`src/itoa_pkg.sv`:
```
// shared types and constants for the integer to ascii formatter
`timescale 1ns / 1ps
`default_nettype none

package itoa_pkg;

	// conversion codes
	localparam logic [1:0] FUNC_DEC  = 2'd0;
	localparam logic [1:0] FUNC_HEXL = 2'd1;
	localparam logic [1:0] FUNC_HEXU = 2'd2;
	localparam logic [1:0] FUNC_CHAR = 2'd3;

	localparam logic [7:0] CHAR_ZERO  = 8'h30;
	localparam logic [7:0] CHAR_MINUS = 8'h2d;
	localparam logic [7:0] CHAR_LOW_A = 8'h61;
	localparam logic [7:0] CHAR_UP_A  = 8'h41;

	// divide by ten as multiply by ceil(2^35 / 10), then shift by 35
	localparam logic [31:0] RECIP_TEN = 32'hcccc_cccd;
	localparam int          RECIP_SHIFT = 35;

	// ten digits cover every 32-bit magnitude
	localparam int DIGIT_DEPTH = 10;
	localparam int DIGIT_IDX_W = $clog2(DIGIT_DEPTH);

	typedef struct packed {
		logic [1:0]  func;
		logic [31:0] value;
	} itoa_cmd_t;

	typedef struct packed {
		logic [7:0] char_out;
		logic       last;
	} itoa_result_t;

endpackage

`default_nettype wire

```
`src/integer_to_ascii_formatter_core.sv`:
```
// integer to ascii formatter: decimal, hex and character conversion
//
//  channel  | signals              | transfer
//  ---------+----------------------+-------------------------------------
//  command  | start, busy, cmd     | start high while busy low
//  result   | strobe, result       | every cycle strobe is high, no stall
//
// a character conversion gives its result in the cycle after the command
// decimal: the command is loaded, ST_MUL primes the shared multiply-by-reciprocal unit, ST_DIG takes
// 1 to 10 digits through it, then ST_EMIT gives one character per cycle (up to 11)
// hex: same flow with a nibble shift per digit (up to 8 digits)
// busy drops as the last character is shown; a character conversion never raises it
// reset clears the sequencer and the strobe; the receiver cannot stall
`timescale 1ns / 1ps
`default_nettype none

module integer_to_ascii_formatter_core (
	input  wire logic                   clk,
	input  wire logic                   arst_n,
	input  wire logic                   start,
	output logic                        busy,
	input  wire itoa_pkg::itoa_cmd_t    cmd,
	output logic                        strobe,
	output itoa_pkg::itoa_result_t      result
);

	localparam logic [1:0] ST_IDLE = 2'd0;
	localparam logic [1:0] ST_MUL  = 2'd1;
	localparam logic [1:0] ST_DIG  = 2'd2;
	localparam logic [1:0] ST_EMIT = 2'd3;

	localparam int IW = itoa_pkg::DIGIT_IDX_W;

	logic [1:0]  state_q;
	logic        dec_q;
	logic        upper_q;
	logic        neg_q;
	logic [31:0] x_q;
	logic [63:0] prod_q;
	logic [IW-1:0] cnt_q;
	logic [IW-1:0] rd_q;
	logic [3:0]  digit_q [itoa_pkg::DIGIT_DEPTH];
	logic        strobe_q;
	itoa_pkg::itoa_result_t result_q;

	logic [31:0] quot;
	logic [31:0] quot_x10;
	logic [3:0]  digit;
	logic [31:0] next_x;
	logic [31:0] mul_a;
	logic [3:0]  rd_digit;
	logic [7:0]  rd_char;
	logic        accept;

	assign accept = start && (state_q == ST_IDLE);
	assign busy   = (state_q != ST_IDLE);
	assign strobe = strobe_q;
	assign result = result_q;

	// quotient and remainder of the current dividend
	assign quot     = {3'b0, prod_q[63:itoa_pkg::RECIP_SHIFT]};
	assign quot_x10 = (quot << 3) + (quot << 1);
	assign digit    = dec_q ? (x_q[3:0] - quot_x10[3:0]) : x_q[3:0];
	assign next_x   = dec_q ? quot : (x_q >> 4);
	assign mul_a    = (state_q == ST_MUL) ? x_q : quot;

	assign rd_digit = digit_q[rd_q];
	always_comb begin
		if (rd_digit < 4'd10) begin
			rd_char = itoa_pkg::CHAR_ZERO + {4'b0, rd_digit};
		end else begin
			rd_char = (upper_q ? itoa_pkg::CHAR_UP_A : itoa_pkg::CHAR_LOW_A)
				+ {4'b0, rd_digit - 4'd10};
		end
	end

	always_ff @(posedge clk) begin
		prod_q <= {32'b0, mul_a} * {32'b0, itoa_pkg::RECIP_TEN};
		if (state_q == ST_DIG) begin
			digit_q[cnt_q] <= digit;
		end
	end

	always_ff @(posedge clk or negedge arst_n) begin
		if (!arst_n) begin
			state_q  <= ST_IDLE;
			strobe_q <= 1'b0;
			neg_q    <= 1'b0;
			dec_q    <= 1'b0;
			upper_q  <= 1'b0;
			x_q      <= '0;
			cnt_q    <= '0;
			rd_q     <= '0;
			result_q <= '0;
		end else begin
			strobe_q <= 1'b0;
			case (state_q)
				ST_IDLE: begin
					if (accept) begin
						dec_q   <= (cmd.func == itoa_pkg::FUNC_DEC);
						upper_q <= (cmd.func == itoa_pkg::FUNC_HEXU);
						cnt_q   <= '0;
						if (cmd.func == itoa_pkg::FUNC_CHAR) begin
							strobe_q          <= 1'b1;
							result_q.char_out <= cmd.value[7:0];
							result_q.last     <= 1'b1;
						end else if (cmd.func == itoa_pkg::FUNC_DEC && cmd.value[31]) begin
							neg_q   <= 1'b1;
							x_q     <= 32'd0 - cmd.value;
							state_q <= ST_MUL;
						end else begin
							neg_q   <= 1'b0;
							x_q     <= cmd.value;
							state_q <= ST_MUL;
						end
					end
				end
				ST_MUL: begin
					state_q <= ST_DIG;
				end
				ST_DIG: begin
					x_q <= next_x;
					if (next_x == 32'd0) begin
						rd_q    <= cnt_q;
						state_q <= ST_EMIT;
					end else begin
						cnt_q <= cnt_q + 1'b1;
					end
				end
				ST_EMIT: begin
					strobe_q <= 1'b1;
					if (neg_q) begin
						neg_q             <= 1'b0;
						result_q.char_out <= itoa_pkg::CHAR_MINUS;
						result_q.last     <= 1'b0;
					end else begin
						result_q.char_out <= rd_char;
						result_q.last     <= (rd_q == '0);
						if (rd_q == '0) begin
							state_q <= ST_IDLE;
						end else begin
							rd_q <= rd_q - 1'b1;
						end
					end
				end
				default: begin
					state_q <= ST_IDLE;
				end
			endcase
		end
	end

endmodule

`default_nettype wire
```
`config.mk`:
```
export PLATFORM = sky130hd
export DESIGN_NAME = integer_to_ascii_formatter_core
export DESIGN_NICKNAME = d
export VERILOG_FILES = /design/src/itoa_pkg.sv /design/src/integer_to_ascii_formatter_core.sv
export SDC_FILE = /design/constraint.sdc
export NUM_CORES = 1
export LEC_CHECK = 0
export BUFFER_PORTS_ARGS = -buffer_cell sky130_fd_sc_hd__buf_2
export CORE_ASPECT_RATIO = 1.2
export CORE_MARGIN = 4
export CORE_UTILIZATION = 62
export CTS_BUF_LIST = sky130_fd_sc_hd__clkbuf_2 sky130_fd_sc_hd__clkbuf_4 sky130_fd_sc_hd__clkbuf_8
export DETAILED_ROUTE_END_ITERATION = 12
export GPL_TIMING_DRIVEN = 1
export PLACE_DENSITY = 0.82
export SKIP_CTS_REPAIR_TIMING = 1
export SYNTH_ARGS = -nofsm -noshare
export SYNTH_HDL_FRONTEND = slang
export SYNTH_SLANG_ARGS = --single-unit
export TNS_END_PERCENT = 5
```
`constraint.sdc`:
```
create_clock -name clk -period 11.9 [get_ports clk]
set_input_delay 2.975 -clock clk [delete_from_list [all_inputs] [get_ports clk]]
set_output_delay 2.975 -clock clk [all_outputs]
set_load 0.1 [all_outputs]
```
# Word-level counts from Yosys, hierarchy flattened
# Memories as Yosys holds them, arrays and structs flattened.
# Cells that the tools add are included.
# word_totals
ff_bits	119
ramBits	40
input_bits	37
output_inout_bits	11
memories	1
# classes
add_sub_neg	8
mul	1
n_lt_le_gt_ge	1
eq_ne	13
n_mux	35
n_reduce_logical	17
# memory_table
memory	words	word_bits	rd	rd_clocked_by_memory_dff	write_ports	line_no	source
digit_q	10	4	1	0	1	integer_to_ascii_formatter_core.sv:42	logic [3:0] digit_q [itoa_pkg::DIGIT_DEPTH];
# op_table
operator	count
$mux W32	4
$mul A32 B32 Y64 const B	1
$pmux W32 S2	1
$logic_not A32 Y1	1
$sub A1 B32 Y32 const A	1
$mux W29	1
$mux W9	3
$mux W4	6
$pmux W9 S2	1
$pmux W4 S2	2
$ne A2 B2 Y1 const B	6
$reduce_and A3 Y1	4
$mux W2	5
$add A7 B4 Y8	1
$eq A2 B2 Y1 const B	4
$mux W8	1
$pmux W2 S4	1
$reduce_bool A2 Y1	4
$add A6 B4 Y7 const A	1
$mux W1	7
$mux W6	1
$reduce_and A5 Y1	1
$add A4 B1 Y4 const B	1
$add A4 B4 Y4	1
other kinds (12)	16

# Logic depth before layout (Yosys ltp)
# depth
depth_word	6
mapped_depth	31

# Least setup slack after synthesis
# OpenSTA, ideal clock, no wires.
# synth_path
path_type	register to register
startpoint	reg state_q[1]
endpoint	reg prod_q[54]
setup_time_ps	122
t_arrival_ps	8394
t_required_ps	11778
setup_slack_ps	3384
stages_incl_launch_ff	29
n_path_buf	3
period_less_slack_ps	8516
path_cell_list	dfrtp_1 -> inv_1 -> ha_1 -> clkbuf_1 -> clkbuf_1 -> clkbuf_1 -> mux2_2 -> ha_1 -> inv_1 -> fa_1 -> inv_1 -> fa_1 -> inv_1 -> fa_1 -> inv_1 -> fa_1 -> fa_1 -> fa_1 -> inv_1 -> fa_1 -> inv_1 -> ha_1 -> nand4_1 -> a2111oi_0 -> o2111ai_1 -> a211oi_2 -> o21ai_1 -> and2_1 -> a311o_1
# synth_between
elab_chain_cells	3
# synth_rtl
element	line_no	source
start, declared	integer_to_ascii_formatter_core.sv:34	logic [1:0] state_q;
start signal, assigned	integer_to_ascii_formatter_core.sv:86	state_q <= ST_IDLE;
start signal, assigned	integer_to_ascii_formatter_core.sv:110	state_q <= ST_MUL;
start signal, assigned	integer_to_ascii_formatter_core.sv:114	state_q <= ST_MUL;
$eq A2 B1 Y1	integer_to_ascii_formatter_core.sv:65	assign mul_a = (state_q == ST_MUL) ? x_q : quot;
$mux W32	integer_to_ascii_formatter_core.sv:65	
$mul A32 B32 Y64	integer_to_ascii_formatter_core.sv:78	prod_q <= {32'b0, mul_a} * {32'b0, itoa_pkg::RECIP_TEN};
end signal, assigned	integer_to_ascii_formatter_core.sv:78	
end, declared	integer_to_ascii_formatter_core.sv:39	logic [63:0] prod_q;
# Every way passes these cells.
# A chain may end at the register's enable or synchronous reset.

# Final worst setup path
# Same ends and word-level chain as after synthesis.

==> metrics.txt <==
status finished clean; met3 wire len 3.85 mm; number of cell rows 77; min Tclk post-route 10100 ps; Worst Path Max Fanout 38; Mapped Cells 2341; area of the multi-input gates 17700 µm²; Slew @ Worst Pin 1210 ps; share of layout cells above drive strength 1 0.0652; reg2reg setup slack 1800 ps; Worst Hold Class reg -> reg; die height 221 µm; Top Ports 48; fin nets 3143; Die Area 40800 µm²; post-synthesis register bit count 124; DR DRC count 0; FF-to-FF path depth 24; register area 3160 µm²; Unique masters post-synth 72; maximum clock rate 99.0 MHz; met1 WL 25.6 mm; synthesis-to-layout area growth 4.39%; ant diodes 0; clk_skew 16.0 ps; Clk pin slew, worst setup/hold paths 90 ps; core box area 37000 µm²; clock root cell clkbuf_8; gp weighted congestion 1.12; clk_lat worst skew 450 ps; worst setup path start state_q[1]; number of flops mapped to enable cells by yosys 40; CP Data Required Time 12230 ps; CTS Sinks 124; H-tree Lvls 4; RSZ-0062 raised after global routing no; sequential area share after synthesis 0.135; Clock Path Buffers 2; Post-Syn Area per Cell 9.97 µm²; post-synthesis async set-or-reset flop share 0.444; die outline width 185 µm; Post-Syn Nets 3121; fillers 2989; Detailed Route WL 69.0 mm; Top Metal Used met4; global-route wire length before repair 105 mm; hold path start upper_q; pin count of the biggest net entering global routing 60; initial antenna violation count 0; vias 16800; CP Data Arrival Time 10430 ps; Port Buffers 47; critical path class reg -> reg; Starting Density 0.631; type of origin of the critical path register; Max Slew Vio Count 0; MaxCap Viol Count 0; Post-synth top flop dfrtp_1; Sum Neg Setup Slack 0 ps; vias in the first global route 18200; WHS Path Cells 2; Slew headroom 0.188; TritonCTS Buffers 17; Met2 Routed Length 34.2 mm; yosys warns 0; routed vias/inst 5.89; CTS tree done; post-route ant nets 0; grt ovf 0; fin util 0.658; DP HPWL 60.9 mm; Initial DRC Count 1281; synthesized cell area 23300 µm²; # setup viols final 0; CP Capture Type register; routed wire length per instance 24.2 µm; fin crit share 0.849; final hold vios 0; DR pass1 iterations 8; Critical R2R Launch state_q[1]; Overall Global Routing Usage 0.348
-- worst max-delay path, stage by stage (launching register included) --
cell and delay (ps):
dfrtp_1 410, inv_1 140, ha_2 840, mux2i_1 380
inv_1 290, ha_1 530, inv_1 230, fa_1 610
inv_1 70, fa_1 530, inv_1 60, fa_1 500
inv_1 50, fa_1 550, fa_1 430, fa_1 530
fa_1 420, ha_1 380, nand4_1 330, a2111oi_0 1040
o2111ai_1 490, a211oi_2 400, o21ai_1 150, and2_1 220
a311o_1 370
-- placed cells by master, fill, tap and decap left out, types with 47 or more instances in the layout --
cell	n
o21ai_0	91
fa_1	385
ha_1	357
inv_1	590
nand2_1	105
buf_2	47
dfrtp_1	54
a21o_1	48
a21oi_1	99
nor2_1	75
xnor2_1	61
xor2_1	58
-- per-layer routing --
layer | GRT usage | vias to the layer above
li1 | - | 7518
met4 | 0.209 | 0
met1 | 0.418 | 8375
met2 | 0.599 | 661
met3 | 0.0427 | 233
met5 | 0 | -
-- cell type report --
class,instances,share of cell area
Sequential cell,124,0.130
Clock inverter,15,0.00637
Tap cell,474,0.0244
Inverter,590,0.0909
Clock buffer,17,0.00961
Multi-Input combinational cell,1581,0.729
Timing Repair Buffer,49,0.0103
-- cell usage after synthesis, types with 4 or more instances --
cell	number	area, µm²
nand2b_1	9	56.3
and3_1	10	62.6
buf_2	5	25.0
mux2i_1	40	400
mux2_2	42	473
a31oi_1	8	50.1
nor3_1	13	65.1
xor2_1	58	508
and2_1	12	75.1
o31ai_1	9	67.6
fa_1	385	7710
nor4_1	7	43.8
o21ai_0	91	455
or2_2	6	37.5
dfxtp_1	29	581
nand4_1	18	113
mux4_2	8	180
a211oi_1	6	45.0
o21a_1	5	37.5
inv_1	590	2210
a21oi_1	99	495
a21boi_0	4	30.0
a311oi_1	4	35.0
o211ai_1	9	67.6
dfrtp_1	55	1380
ha_1	358	4480
clkbuf_1	34	128
nand3_1	22	110
nor2_1	75	282
nor2b_1	11	68.8
a21o_1	48	360
xnor2_1	61	534
o2111ai_1	4	35.0
nand2_1	105	394
edfxtp_1	40	1200
-- metrics by stage --
stage / area (µm²) / hold WS, ps / setup slack, ps / cells
2_1_floorplan: 23300 / 450 / 3380 / 2341
3_3_place_gp: 24000 / 481 / 2260 / 2818
3_5_place_dp: 24000 / 484 / 1990 / 2818
4_1_cts: 24400 / 503 / 1950 / 2850
5_1_grt: 24400 / 536 / 1430 / 2850
6_report: 24400 / 509 / 1800 / 2850
-- registers in the layout, indices dropped and copies added, names as in the netlist --
signal / flops
upper_q: 1
rd_q: 4
strobe: 1
dec_q: 1
state_q: 2
x_q: 32
digit_q: 40
prod_q: 29
cnt_q: 4
neg_q: 1
result: 9
-- cell families (layout without fill, tap and decap cells) --
group	count (synthesis)	after routing	synth area share
adders and majority gates	743	743	0.522
buffers and inverters	636	671	0.104
AOI/OAI and AO/OA	327	327	0.0874
and+or+nand+nor	302	302	0.0609
DFF	124	124	0.135
xor gates and xnor gates	119	119	0.0447
muxes	90	90	0.0452
-- worst paths after layout --
path,end
hold / removal,upper_q
setup / recovery,prod_q[54]
hold reg to reg,upper_q
max in group asynchronous,dec_q
setup reg to reg,prod_q[54]
min in group asynchronous,x_q[23]
Power is not shown: default switching activity piles up to over one toggle a cycle in this logic, so the estimate is an artifact.
